$ cat config.mk
export PLATFORM = sky130hd
export DESIGN_NAME = wait_counter_with_waiter_slots_unit
export DESIGN_NICKNAME = d
export VERILOG_FILES = /design/src/wcws_pkg.sv /design/src/wcws_dp.sv /design/src/wcws_ctrl.sv /design/src/wait_counter_with_waiter_slots_unit.sv
export SDC_FILE = /design/constraint.sdc
export NUM_CORES = 1
export LEC_CHECK = 0
export BUFFER_PORTS_ARGS = -buffer_cell sky130_fd_sc_hd__buf_2
export CORE_MARGIN = 3
export CORE_UTILIZATION = 30
export CTS_CLUSTER_SIZE = 10
export DETAILED_ROUTE_END_ITERATION = 7
export SLEW_MARGIN = 20
export SYNTH_ARGS = -nofsm -noshare
export SYNTH_HDL_FRONTEND = slang
export SYNTH_SLANG_ARGS = --single-unit
$ cat constraint.sdc
create_clock -name clk -period 6.3 [get_ports clk]
set_input_delay 0.945 -clock clk [delete_from_list [all_inputs] [get_ports clk]]
set_output_delay 0.945 -clock clk [all_outputs]
set_load 0.005 [all_outputs]
$ cat src/wcws_pkg.sv
// wcws_pkg: shared constants, codes and controller/datapath interface types
// for the wait counter with waiter slots. No dependencies.
`default_nettype none

package wcws_pkg;

  localparam int WAIT_SLOTS = 8;
  localparam int SLOT_W     = (WAIT_SLOTS > 1) ? $clog2(WAIT_SLOTS) : 1;

  localparam logic [1:0] MODE_INC  = 2'd0;
  localparam logic [1:0] MODE_DEC  = 2'd1;
  localparam logic [1:0] MODE_WAIT = 2'd2;

  localparam logic [2:0] KIND_RELEASE   = 3'd0;
  localparam logic [2:0] KIND_ACK       = 3'd1;
  localparam logic [2:0] KIND_SATISFIED = 3'd2;
  localparam logic [2:0] KIND_PARKED    = 3'd3;
  localparam logic [2:0] KIND_FULL      = 3'd4;

  typedef enum logic [1:0] {
    ST_IDLE,
    ST_SCAN,
    ST_ACK,
    ST_WAITER
  } state_t;

  // commands from controller to datapath
  typedef struct packed {
    logic       load;
    logic       emit;
    logic [2:0] kind;
    logic       clear_busy;
    logic       park;
    logic       idx_inc;
  } dp_cmd_t;

  // status from datapath to controller
  typedef struct packed {
    logic hit;
    logic out_free;
    logic idx_last;
    logic free_found;
    logic tgt_eq;
  } dp_sts_t;

endpackage

`default_nettype wire

$ cat src/wcws_dp.sv
// wcws_dp: datapath of the wait counter - counter, waiter slot table,
// scan index and result register. Depends on wcws_pkg.
`default_nettype none

module wcws_dp (
  input  wire logic                    clk,
  input  wire logic                    rst_n,
  input  wire wcws_pkg::dp_cmd_t       cmd,
  output wcws_pkg::dp_sts_t            sts,
  input  wire logic [1:0]              in_mode,
  input  wire logic [31:0]             in_amount,
  input  wire logic [15:0]             in_fiber_id,
  input  wire logic [31:0]             in_target_value,
  output logic                         out_valid,
  input  wire logic                    out_ready,
  output logic [2:0]                   out_kind,
  output logic [31:0]                  out_count_value,
  output logic [15:0]                  out_released_fiber,
  output logic                         out_last
);

  logic [31:0] count_r;
  logic [31:0] prev_r;
  logic [15:0] fiber_r;
  logic [31:0] target_r;
  logic [wcws_pkg::WAIT_SLOTS-1:0] busy_r;
  logic [15:0] slot_fiber_r  [wcws_pkg::WAIT_SLOTS];
  logic [31:0] slot_target_r [wcws_pkg::WAIT_SLOTS];
  logic [wcws_pkg::SLOT_W-1:0] idx_r;

  logic        out_valid_r;
  logic [2:0]  out_kind_r;
  logic [31:0] out_count_r;
  logic [15:0] out_fiber_r;
  logic        out_last_r;

  logic [wcws_pkg::SLOT_W-1:0] free_idx;
  logic                        free_found;
  logic                        out_free;

  // lowest free slot
  always_comb begin
    free_idx   = '0;
    free_found = 1'b0;
    for (int i = wcws_pkg::WAIT_SLOTS - 1; i >= 0; i--) begin
      if (!busy_r[i]) begin
        free_idx   = wcws_pkg::SLOT_W'(i);
        free_found = 1'b1;
      end
    end
  end

  assign out_free = !out_valid_r || out_ready;

  assign sts.hit        = busy_r[idx_r] && (slot_target_r[idx_r] == count_r);
  assign sts.out_free   = out_free;
  assign sts.idx_last   = (idx_r == wcws_pkg::SLOT_W'(wcws_pkg::WAIT_SLOTS - 1));
  assign sts.free_found = free_found;
  assign sts.tgt_eq     = (target_r == count_r);

  // item capture and counter
  always_ff @(posedge clk) begin
    if (!rst_n) begin
      count_r <= '0;
      idx_r   <= '0;
    end else begin
      if (cmd.load) begin
        idx_r <= '0;
        if (in_mode == wcws_pkg::MODE_INC) begin
          count_r <= count_r + in_amount;
        end else if (in_mode == wcws_pkg::MODE_DEC) begin
          count_r <= count_r - in_amount;
        end
      end else if (cmd.idx_inc) begin
        idx_r <= idx_r + 1'b1;
      end
    end
  end

  always_ff @(posedge clk) begin
    if (cmd.load) begin
      prev_r   <= count_r;
      fiber_r  <= in_fiber_id;
      target_r <= in_target_value;
    end
  end

  // slot table
  always_ff @(posedge clk) begin
    if (!rst_n) begin
      busy_r <= '0;
    end else begin
      if (cmd.clear_busy) begin
        busy_r[idx_r] <= 1'b0;
      end
      if (cmd.park) begin
        busy_r[free_idx] <= 1'b1;
      end
    end
  end

  always_ff @(posedge clk) begin
    if (cmd.park) begin
      slot_fiber_r[free_idx]  <= fiber_r;
      slot_target_r[free_idx] <= target_r;
    end
  end

  // result register
  always_ff @(posedge clk) begin
    if (!rst_n) begin
      out_valid_r <= 1'b0;
    end else if (cmd.emit) begin
      out_valid_r <= 1'b1;
    end else if (out_ready) begin
      out_valid_r <= 1'b0;
    end
  end

  always_ff @(posedge clk) begin
    if (cmd.emit) begin
      out_kind_r  <= cmd.kind;
      out_count_r <= (cmd.kind == wcws_pkg::KIND_ACK) ? prev_r : count_r;
      out_fiber_r <= (cmd.kind == wcws_pkg::KIND_RELEASE) ? slot_fiber_r[idx_r] : 16'd0;
      out_last_r  <= (cmd.kind != wcws_pkg::KIND_RELEASE);
    end
  end

  assign out_valid          = out_valid_r;
  assign out_kind           = out_kind_r;
  assign out_count_value    = out_count_r;
  assign out_released_fiber = out_fiber_r;
  assign out_last           = out_last_r;

`ifndef ASSERT_OFF
  a_emit_into_free: assert property (@(posedge clk) disable iff (!rst_n)
    cmd.emit |-> out_free)
    else $error("result written while the result register is occupied");

  a_release_busy: assert property (@(posedge clk) disable iff (!rst_n)
    cmd.clear_busy |-> (busy_r[idx_r] && cmd.emit && cmd.kind == wcws_pkg::KIND_RELEASE))
    else $error("slot freed without a release transaction");

  a_park_free: assert property (@(posedge clk) disable iff (!rst_n)
    cmd.park |-> (free_found && cmd.kind == wcws_pkg::KIND_PARKED))
    else $error("waiter parked with no free slot");

  a_park_sets_busy: assert property (@(posedge clk) disable iff (!rst_n)
    cmd.park |=> busy_r[$past(free_idx)])
    else $error("parked slot not marked busy");
`endif

endmodule

`default_nettype wire

$ cat src/wcws_ctrl.sv
// wcws_ctrl: controller state machine sequencing the slot scan, acknowledge
// and waiter placement. Depends on wcws_pkg.
`default_nettype none

module wcws_ctrl (
  input  wire logic              clk,
  input  wire logic              rst_n,
  input  wire logic              in_valid,
  input  wire logic [1:0]        in_mode,
  output logic                   in_ready,
  input  wire wcws_pkg::dp_sts_t sts,
  output wcws_pkg::dp_cmd_t      cmd
);

  wcws_pkg::state_t state_r;
  wcws_pkg::state_t state_nxt;

  always_ff @(posedge clk) begin
    if (!rst_n) begin
      state_r <= wcws_pkg::ST_IDLE;
    end else begin
      state_r <= state_nxt;
    end
  end

  always_comb begin
    state_nxt      = state_r;
    in_ready       = 1'b0;
    cmd.load       = 1'b0;
    cmd.emit       = 1'b0;
    cmd.kind       = wcws_pkg::KIND_ACK;
    cmd.clear_busy = 1'b0;
    cmd.park       = 1'b0;
    cmd.idx_inc    = 1'b0;
    case (state_r)
      wcws_pkg::ST_IDLE: begin
        in_ready = 1'b1;
        if (in_valid) begin
          cmd.load = 1'b1;
          if (in_mode == wcws_pkg::MODE_INC || in_mode == wcws_pkg::MODE_DEC) begin
            state_nxt = wcws_pkg::ST_SCAN;
          end else if (in_mode == wcws_pkg::MODE_WAIT) begin
            state_nxt = wcws_pkg::ST_WAITER;
          end
        end
      end
      wcws_pkg::ST_SCAN: begin
        // a matching slot holds the scan until its release can be written
        if (!sts.hit || sts.out_free) begin
          if (sts.hit) begin
            cmd.emit       = 1'b1;
            cmd.kind       = wcws_pkg::KIND_RELEASE;
            cmd.clear_busy = 1'b1;
          end
          if (sts.idx_last) begin
            state_nxt = wcws_pkg::ST_ACK;
          end else begin
            cmd.idx_inc = 1'b1;
          end
        end
      end
      wcws_pkg::ST_ACK: begin
        if (sts.out_free) begin
          cmd.emit  = 1'b1;
          cmd.kind  = wcws_pkg::KIND_ACK;
          state_nxt = wcws_pkg::ST_IDLE;
        end
      end
      wcws_pkg::ST_WAITER: begin
        if (sts.out_free) begin
          cmd.emit  = 1'b1;
          state_nxt = wcws_pkg::ST_IDLE;
          if (!sts.free_found) begin
            cmd.kind = wcws_pkg::KIND_FULL;
          end else if (sts.tgt_eq) begin
            cmd.kind = wcws_pkg::KIND_SATISFIED;
          end else begin
            cmd.kind = wcws_pkg::KIND_PARKED;
            cmd.park = 1'b1;
          end
        end
      end
      default: begin
        state_nxt = wcws_pkg::ST_IDLE;
      end
    endcase
  end

endmodule

`default_nettype wire

$ cat src/wait_counter_with_waiter_slots_unit.sv
// Update item: the accept state, a scan step for each waiter slot (WAIT_SLOTS),
// then the acknowledge state; add-waiter item: the accept and waiter states;
// unused mode: the accept state alone. A full result register stalls the work.
// One item at a time: the controller takes input only in its idle state.
// Synchronous active-low reset: counter zero, every slot free, no result.
`default_nettype none

module wait_counter_with_waiter_slots_unit (
  input  wire logic        clk,
  input  wire logic        rst_n,
  input  wire logic        in_valid,
  output logic             in_ready,
  input  wire logic [1:0]  in_mode,
  input  wire logic [31:0] in_amount,
  input  wire logic [15:0] in_fiber_id,
  input  wire logic [31:0] in_target_value,
  output logic             out_valid,
  input  wire logic        out_ready,
  output logic [2:0]       out_kind,
  output logic [31:0]      out_count_value,
  output logic [15:0]      out_released_fiber,
  output logic             out_last
);

  wcws_pkg::dp_cmd_t cmd;
  wcws_pkg::dp_sts_t sts;

  wcws_ctrl u_ctrl (
    .clk      (clk),
    .rst_n    (rst_n),
    .in_valid (in_valid),
    .in_mode  (in_mode),
    .in_ready (in_ready),
    .sts      (sts),
    .cmd      (cmd)
  );

  wcws_dp u_dp (
    .clk                (clk),
    .rst_n              (rst_n),
    .cmd                (cmd),
    .sts                (sts),
    .in_mode            (in_mode),
    .in_amount          (in_amount),
    .in_fiber_id        (in_fiber_id),
    .in_target_value    (in_target_value),
    .out_valid          (out_valid),
    .out_ready          (out_ready),
    .out_kind           (out_kind),
    .out_count_value    (out_count_value),
    .out_released_fiber (out_released_fiber),
    .out_last           (out_last)
  );

endmodule

`default_nettype wire

==> impl_results.md, run 1 <==
- Post-CTS Resized: 0
- Max cap viols: 0
- WHS: 521.3 ps
- Yosys cell types: 67
- Die height: 286.6 um
- Starting DRT DRC Count: 1076
- Worst skew pair latency: 610 ps
- Mapped Area: 0.02363 mm2
- Final setup margin: 1760 ps
- # rows: 102
- Largest net degree at the start of global routing: 54
- Register area share after synthesis: 69.73%
- GR Overflow Total: 0
- Leakage: 0.009071 uW
- Setup Skew: 28.36 ps
- Main synth FF type: edfxtp_1
- Pins over their slew limit: 0
- CP Max Fanout: 40
- IO buf count: 139
- Die W: 286.6 um
- Final antenna-violating net count: 0
- H-tree depth: 3
- Logic gate share of total power: 9.4%
- Net Sw Power: 2151 uW
- Max clock buf depth: 3
- Worst VDD drop: 0.1992 mV
- Slew margin rel.: 22.85%
- Required time of the worst setup path: 6560 ps
- Hold Path Class: in -> reg
- Status: complete, no violations
- Via count: 13968
- Critical Path Max Stage Delay: 870 ps
- GRT Overall Usage: 14.76%
- CP bufs+invs: 1
- Layout cells sized above 1: 19.04%
- Pre-antenna DRT Iters: 5
- Post-CTS Hold Fix Bufs: 0
- Pint: 6797 uW
- First-pass GRT wire length: 90.15 mm
- Unrepaired setup endpoints after global routing: no
- Clock-pin slew on the worst setup and hold paths: 50 ps
- # IOs: 140
- Worst slew pin tran: 1150 ps
- Layout net count: 1783
- Yosys warns: 0
- Synth Register Bits: 565
- Syn Area/Cell: 15.94 um2
- Setup crit end kind: flip-flop
- Crit path time final: 4540 ps
- Avg WL per Cell: 22.34 um
- Post-CTS Repair Setup Buffers: 0
- Initial antenna violation count: 1
- Num CTS Buffers: 67
- DRC: 0
- Async set or reset register ratio after synthesis: 0%
- Crit-path cells: nor2b_1 > a22oi_1 > a21o_1 > a2111oi_0 > nand3_1 > nor4_4 > a21oi_1 > nor2_4 > buf_4
- Crit path max-delay cell type: dfxtp_4
- Switch share: 24.04%
- Crit path max-delay family: simple AND/OR/NAND/NOR gates
- Pre-CTS setup slack: 1254 ps
- Max Clk Rate: 0.2203 GHz
- Hold Fails Final Rpt: 0
- # setup viols final: 0
- R2R cell count: 9
- Fin crit share: 72.06%
- Fillcell total: 7346
- Clock Power Share: 40.2%
- Syn Inst Count: 1482
- Wirelength, routed: 61.39 mm
- Vias in the first global route: 13765
- Syn_nets: 1608
- PwrDens: 322.9 mW/mm2
- Drt via density: 5.083
- Die area: 0.08216 mm2
- Setup_tns: 0 ps
- CTS Root Cell: clkbuf_16
- Dpl hpwl: 39.50 mm
- CP arrival: 4800 ps
- Startpoint types: flip-flop
- GPL Wtd Cong: 0.9030
- CORE AREA: 0.07772 mm2
- Initial Utilization: 30.40%
- WS Path Type: reg -> reg
- Hold Path Depth: 1
- Synthesis-to-layout area growth: 17.30%
- Sequential power share: 50.3%
- Post-synth EDFFs: 516
- Sink Count: 565
- CTS tree: built
- Critical path depth: 9
[flip-flops by register name, indices dropped and copies added (netlist names), named ones only]
| signal | cells |
|---|---|
| u_dp.out_count_value | 32 |
| u_dp.fiber_r | 16 |
| u_dp.count_r | 32 |
| u_dp.target_r | 32 |
| u_dp.busy_r | 8 |
| u_dp.out_valid | 1 |
| u_ctrl.state_r | 2 |
| u_dp.out_last | 1 |
| u_dp.out_released_fiber | 16 |
| u_dp.slot_fiber_r | 128 |
| u_dp.prev_r | 32 |
| u_dp.idx_r | 3 |
| u_dp.out_kind | 3 |
| u_dp.slot_target_r | 256 |
[power groups by stage]
stage	combinational [uW]	clock (uW)	sequential [uW]
after floorplan	582	0	4480
after global placement	838	0	4570
after detailed placement	838	0	4580
after CTS	846	3680	4510
after global routing	919	3840	4530
final	844	3600	4500
[placed cells by master, fill, tap and decap left out, drive strengths merged, types with 19 or more instances in the layout]
master,n
o21ai,38
a21o,23
dfxtp,49
clkbuf,114
mux4,53
edfxtp,516
nand2,86
a22o,20
nor3,23
buf,163
a31oi,20
nand4,19
ha,39
nor2,53
a21oi,73
xnor2,80
nand3,20
xor2,29
mux2i,47
a22oi,37
mux2,31
[cells in the mapped netlist (6+ instances only)]
cell type / count / area (um2)
edfxtp_1: 516 / 15490
nand2_1: 86 / 322.8
xnor2_1: 80 / 700.7
a21oi_1: 73 / 365.4
mux4_2: 53 / 1194
nor2_1: 52 / 195.2
dfxtp_1: 49 / 980.9
mux2i_1: 47 / 470.5
ha_1: 39 / 488.0
a22oi_1: 37 / 277.8
o21ai_0: 37 / 185.2
clkbuf_1: 31 / 116.4
xor2_1: 29 / 254.0
mux2_1: 28 / 315.3
a21o_1: 23 / 172.7
nor3_1: 23 / 115.1
a22o_1: 20 / 175.2
a31oi_1: 20 / 125.1
nand3_1: 20 / 100.1
nand4_1: 19 / 118.9
a221oi_1: 16 / 140.1
nor2b_1: 16 / 100.1
buf_2: 13 / 65.06
inv_1: 12 / 45.04
nor4_1: 11 / 68.82
o211ai_1: 8 / 60.06
and3_1: 7 / 43.79
nand2b_1: 7 / 43.79
nor3b_1: 7 / 52.55
or3_1: 7 / 43.79
buf_1: 6 / 22.52
[metrics by stage]
| stage | total power [uW] | area, um2 | std cells | utilization, % |
|---|---|---|---|---|
| 2_1_floorplan | 5061 | 23630 | 1482 | - |
| 4_1_cts | 9034 | 27710 | 2747 | 35.65 |
| 6_report | 8948 | 27710 | 2748 | 35.66 |
| 3_5_place_dp | 5422 | 25670 | 2628 | 33.03 |
| 5_1_grt | 9289 | 27710 | 2747 | 35.65 |
| 3_3_place_gp | 5411 | 25670 | 2628 | 33.03 |
[layout make-up]
type	count	area [um2]	area share [%]
Multi-Input combinational cell	847	6950	25.08
Antenna cell	1	2.502	0.009029
Clock inverter	5	90.09	0.3251
Clock buffer	114	1947	7.025
Inverter	13	51.30	0.1851
Sequential cell	565	16480	59.48
Tap cell	1040	1301	4.695
Timing Repair Buffer	163	888.4	3.205
[path summary, 6_finish.rpt]
path	slack (ps)	start	end
max	1760	flip-flop	u_dp.out_count_value[5]$_DFFE_PP_
min	520	in_fiber_id[1]	u_dp.fiber_r[1]$_DFFE_PP_
max reg2reg	1760	flip-flop	u_dp.out_count_value[5]$_DFFE_PP_
min reg2reg	520	u_dp.prev_r[3]$_DFFE_PP_	u_dp.out_count_value[3]$_DFFE_PP_
[metal layers]
layer  global-route usage, %  share of wire (%)  up-vias  routed length (um)
li1                        -                  -     6249                   -
met4                   3.621                1.9        0                1179
met2                   22.96                 46      509               28050
met3                   3.241                7.2      100                4394
met5                       0                  0        -                   0
met1                   21.00                 45     7110               27770
[worst reg2reg max path: stages, from the launching register on]
cell and delay [ps]:
dfxtp_4 870, nor2b_1 760, a22oi_1 200, a21o_1 240
a2111oi_0 440, nand3_1 200, nor4_4 480, a21oi_1 210
nor2_4 430, buf_4 380
[cell families (layout without fill, tap and decap cells)]
| group | after synthesis | in the layout | share of synthesized area [%] |
|---|---|---|---|
| DFF | 565 | 565 | 69.73 |
| and+or+nand+nor | 285 | 285 | 6.164 |
| other | 0 | 1 | 0 |
| AOI/OAI and AO/OA | 282 | 282 | 8.050 |
| adders and majority gates | 40 | 40 | 2.150 |
| muxes | 131 | 131 | 8.521 |
| buffers and inverters | 70 | 295 | 1.340 |
| xor gates and xnor gates | 109 | 109 | 4.041 |
(Power assumes the default switching activity.)
==> inputs of run 2 (changes only) <==
clock period = 3.85 ns   (was 6.3 ns; I/O delays follow)
==> impl_results.md, run 2 (synthesized netlist as in run 1, its figures left out) <==
- Status: complete, no violations
- Dpl hpwl: 42.38 mm (+7.3%)
- Wirelength, routed: 64.35 mm (+4.8%)
- Sink Count: 565 (unchanged)
- Worst VDD drop: 0.3522 mV (+77%)
- First-pass GRT wire length: 94.97 mm (+5.4%)
- # rows: 102 (unchanged)
- Num CTS Buffers: 67 (unchanged)
- Layout cells sized above 1: 26.25% (+7.2 points)
- CP arrival: 4160 ps (-640 ps)
- Die height: 286.6 um (unchanged)
- # diodes: 0 (-1)
- Required time of the worst setup path: 4200 ps (-2360 ps)
- Clock-pin slew on the worst setup and hold paths: 60 ps (about the same)
- Max reg flops: 256 (unchanged)
- Max clock buf depth: 3 (unchanged)
- Util after Layout: 37.43% (+1.8 points)
- Setup Skew: 33.11 ps (+4.748 ps)
- CTS tree: built
- CTS Root Cell: clkbuf_16
- PwrDens: 510.1 mW/mm2 (+58%)
- GPL Wtd Cong: 0.9340 (+3.4%)
- Pre-antenna DRT Iters: 5 (unchanged)
- GR Overflow Total: 0 (unchanged)
- Initial Utilization: 30.40% (unchanged)
- # IOs: 140 (unchanged)
- WS Path Type: reg -> reg
- Layout net count: 1935 (+8.5%)
- Worst slew pin tran: 1002 ps (-148.8 ps)
- Pins over their slew limit: 0 (unchanged)
- Hold Path Class: in -> reg
- Final setup margin: 47.63 ps (-1713 ps)
- Worst skew pair latency: 620 ps (about the same)
- Avg WL per Cell: 22.17 um (-0.78%)
- Crit path time final: 3802 ps (-737.3 ps)
- Drt via density: 5.019 (-1.3%)
- Max Clk Rate: 0.2630 GHz (+19%)
- Power Total: 14840 uW (+66%)
- GRT Overall Usage: 15.50% (+0.74 points)
- H-tree depth: 3 (unchanged)
- Largest net degree at the start of global routing: 49 (-9.3%)
- Via count: 14569 (+4.3%)
- DRC: 0 (unchanged)
- Commonest non-fill, non-tap cell in the layout: edfxtp_1
- Final antenna-violating net count: 0 (unchanged)
- Startpoint types: flip-flop
- Commonest non-fill, non-tap cells in the layout: 516 x edfxtp_1, 158 x buf_4, 139 x buf_2, 86 x nand2_1, 80 x xnor2_1
- Max cap viols: 0 (unchanged)
- Setup crit end kind: flip-flop
- Initial antenna violation count: 0 (-1)
- Hold Startpoint: in_fiber_id[1]
- CP Max Fanout: 27 (-33%)
- Pre-CTS setup slack: -482.6 ps (-1737 ps)
- Die area: 0.08216 mm2 (unchanged)
- Largest Register: u_dp.slot_target_r
- Post-CTS Hold Fix Bufs: 0 (unchanged)
- Die W: 286.6 um (unchanged)
- Leakage: 0.009903 uW (+9.2%)
- CORE AREA: 0.07772 mm2 (unchanged)
- # setup viols final: 0 (unchanged)
- Fin crit share: 98.76% (+27 points)
- Top flop regs: u_dp.slot_target_r (256), u_dp.slot_fiber_r (128)
- Synthesis-to-layout area growth: 23.13%
- Hold Fails Final Rpt: 0 (unchanged)
- Slew margin rel.: 33.02% (+10 points)
- Starting DRT DRC Count: 1288 (+20%)
- Vias in the first global route: 14585 (+6.0%)
- IO buf count: 139 (unchanged)
## run 2: cell types whose count changed in the layout (fill, tap and decap cells not counted), moves of 3 or more
cell      before  now
o21ai_0       37   33
clkbuf_1      41   45
o21ai_1        0    3
buf_12         1   16
buf_4         23  158
## run 2: worst max-delay path: stages (launching register included)
cell and delay [ps]:
dfxtp_1 320, buf_4 250, inv_2 280, buf_4 310, mux2i_1 350, xnor2_1 210
nor4_1 340, nand4_1 200, nor4_4 470, buf_4 190, o21ai_4 70, buf_12 180
mux2_1 340
## run 2: metrics by stage
step                setup TNS (ps)  cell area, um2  cells  hold WS (ps)
floorplan                   -92.22           23700   1482         482.1
global placement             -6898           26970   2774         471.7
detailed placement          -11330           26970   2774         492.0
CTS                              0           29000   2898         104.8
global route                -68.94           29090   2903         125.4
finish                           0           29090   2903         142.4
## run 2: worst paths after layout
check                                           end  slack [ps]  cells after the start
hold / removal            u_dp.fiber_r[1]$_DFFE_PP_         140                      1
setup reg to reg  u_dp.out_count_value[9]$_DFFE_PP_          50                     12
setup / recovery  u_dp.out_count_value[9]$_DFFE_PP_          50                     12
hold reg to reg            u_dp.prev_r[2]$_DFFE_PP_         510                      0
## run 2: final cells by class
class / instances / area, um2
Inverter: 13 / 51.30
Timing Repair Buffer: 315 / 2232
Clock inverter: 9 / 121.4
Tap cell: 1040 / 1301
Sequential cell: 565 / 16480
Fill cell: 7275 / 48630
Clock buffer: 114 / 1884
Multi-Input combinational cell: 847 / 7018
## run 2: where the power goes
group	leakage (uW)	switching [uW]	internal [uW]	total [uW]
Sequential	0.00509	279	7040	7320
Clock	0.000954	2450	3360	5810
Combinational	0.00385	936	774	1710
## run 2: what timing repair did
item                       4_1_cts  5_1_grt
gates resized for setup          0        9
setup endpoints to repair       79      108
pin swaps                        1        1
buffers inserted                 1        5
## run 2: metal layers
layer | routed length [um] | track usage, % | vias to the layer above
met5 | 0 | 0 | -
met4 | 1364 | 4.235 | 0
met3 | 4303 | 2.732 | 95
met2 | 29640 | 24.34 | 521
met1 | 29040 | 22.13 | 7397
li1 | - | - | 6556
==> inputs of run 3 (changes only) <==
--- a/config.mk
+++ b/config.mk
@@ -12,2 +12,3 @@
 export DETAILED_ROUTE_END_ITERATION = 7
+export REMOVE_ABC_BUFFERS = 1
 export SLEW_MARGIN = 20
==> constraint.sdc (replaced) <==
create_clock -name clk -period 4.8 [get_ports clk]
set_input_delay 0.96 -clock clk [delete_from_list [all_inputs] [get_ports clk]]
set_output_delay 0.96 -clock clk [all_outputs]
set_load 0.005 [all_outputs]
==> impl_results.md, run 3 (synthesized netlist as in run 1, its figures left out) <==
- Status: complete, no violations
- Post-CTS Hold Fix Bufs: 0 (unchanged)
- GRT Overall Usage: 15.20% (-0.31 points)
- Setup Skew: 36.41 ps (+3.300 ps)
- Required time of the worst setup path: 5120 ps (+920 ps)
- Initial Utilization: 30.40% (unchanged)
- Leakage: 0.009332 uW (-5.8%)
- Pre-antenna DRT Iters: 5 (unchanged)
- Largest net degree at the start of global routing: 58 (+18%)
- Hold Fails Final Rpt: 0 (unchanged)
- Fin crit share: 87.81% (-11 points)
- WS Path Type: reg -> reg
- Layout net count: 1831 (-5.4%)
- Unrepaired setup endpoints after global routing: no
- Worst slew pin tran: 1053 ps (+51.64 ps)
- Starting DRT DRC Count: 1045 (-19%)
- Drt via density: 5.096 (+1.5%)
- Final setup margin: 585.0 ps (+537.4 ps)
- Max reg flops: 256 (unchanged)
- Max Clk Rate: 0.2372 GHz (-9.8%)
- Wirelength, routed: 63.51 mm (-1.3%)
- IO buf count: 139 (unchanged)
- Setup_tns: 0 ps (unchanged)
- Initial antenna violation count: 4 (+4)
- Clock-pin slew on the worst setup and hold paths: 60 ps (about the same)
- Top flop regs: u_dp.slot_target_r (256), u_dp.slot_fiber_r (128)
- Sink Count: 565 (unchanged)
- Die height: 286.6 um (unchanged)
- CTS Root Cell: clkbuf_16
- First-pass GRT wire length: 93.16 mm (-1.9%)
- Pre-CTS setup slack: 39.30 ps (+521.9 ps)
- CP arrival: 4540 ps (+380 ps)
- Die area: 0.08216 mm2 (unchanged)
- Commonest non-fill, non-tap cell in the layout: edfxtp_1
- Die W: 286.6 um (unchanged)
- Pins over their slew limit: 0 (unchanged)
- WHS: 517.8 ps (+375.4 ps)
- Max cap viols: 0 (unchanged)
- Max clock buf depth: 3 (unchanged)
- Via count: 14237 (-2.3%)
- Hold Path Class: in -> reg
- Post-CTS Resized: 0 (unchanged)
- Setup crit end kind: flip-flop
- Finished Layout Cells: 2794 (-3.8%)
- Crit path time final: 4215 ps (+412.6 ps)
- Power Total: 11790 uW (-21%)
- # IOs: 140 (unchanged)
- Worst skew pair latency: 610 ps (about the same)
- DRC: 0 (unchanged)
- Synthesis-to-layout area growth: 19.13%
- # rows: 102 (unchanged)
- H-tree depth: 3 (unchanged)
- # setup viols final: 0 (unchanged)
- GR Overflow Total: 0 (unchanged)
- Num CTS Buffers: 67 (unchanged)
- Commonest non-fill, non-tap cells in the layout: 516 x edfxtp_1, 139 x buf_2, 86 x nand2_1, 80 x xnor2_1, 73 x a21oi_1
- GPL Wtd Cong: 0.9128 (-2.3%)
- Worst VDD drop: 0.2630 mV (-25%)
- Dpl cells: 2676 (-3.5%)
- Slew margin rel.: 29.79% (-3.2 points)
- Layout cells sized above 1: 21.33% (-4.9 points)
- CP Max Fanout: 25 (-7.4%)
- Final antenna-violating net count: 0 (unchanged)
- Avg WL per Cell: 22.73 um (+2.6%)
- Largest Register: u_dp.slot_target_r
- Dpl hpwl: 40.36 mm (-4.8%)
- Vias in the first global route: 14329 (-1.8%)
- PwrDens: 418.9 mW/mm2 (-18%)
- Startpoint types: flip-flop
- CORE AREA: 0.07772 mm2 (unchanged)
- CTS tree: built
- Post-CTS Repair Setup Buffers: 0 (-1)
[run 3: cell count changes in the layout (fill, tap and decap cells not counted), sizes merged]
| cell | delta |
|---|---|
| buf | -104 |
| clkbuf | -5 |
| clkinv | -2 |
| diode | +1 |
| inv | +1 |
[run 3: cell type report]
| type | instances | area [um2] |
|---|---|---|
| Fill cell | 7311 | 49580 |
| Clock buffer | 109 | 1874 |
| Multi-Input combinational cell | 847 | 6942 |
| Antenna cell | 1 | 2.502 |
| Clock inverter | 8 | 156.4 |
| Timing Repair Buffer | 211 | 1336 |
| Tap cell | 1040 | 1301 |
| Inverter | 13 | 51.30 |
| Sequential cell | 565 | 16480 |
[run 3: worst paths after layout]
kind | slack (ps) | cells past startpoint | start | endpoint
max | 590 | 11 | flip-flop | u_dp.out_count_value[15]$_DFFE_PP_
min | 520 | 1 | in_fiber_id[1] | u_dp.fiber_r[1]$_DFFE_PP_
max reg2reg | 590 | 11 | flip-flop | u_dp.out_count_value[15]$_DFFE_PP_
min reg2reg | 520 | 1 | u_dp.prev_r[25]$_DFFE_PP_ | u_dp.out_count_value[25]$_DFFE_PP_
[run 3: worst max-delay path: stages, from the launching register on]
cell and delay (ps):
dfxtp_4 670, buf_4 320, mux4_2 530, mux2i_1 230
xnor2_1 130, a2111oi_0 470, nand3_1 250, nor4_4 330
buf_4 200, o21ai_4 190, buf_12 230, mux2_1 310
[run 3: routing by layer]
layer / vias to the layer above / part of all wire (%) / routed length (um) / GRT usage (%)
li1: 6335 / - / - / -
met1: 7262 / 44 / 28030 / 20.82
met2: 524 / 47 / 29670 / 24.46
met3: 110 / 6.8 / 4318 / 3.082
met4: 6 / 2.3 / 1450 / 4.388
met5: - / 0.054 / 34 / 0
[run 3: through the flow]
step	util [%]	area (um2)
global placement	33.60	26110
global route	36.21	28140
CTS	36.21	28140
floorplan	-	23360
finish	36.21	28150
detailed placement	33.60	26110
[run 3: power by group]
group	switching (uW)	total, uW	internal, uW
Sequential	259	5900	5650
Combinational	669	1170	505
Clock	2000	4710	2710
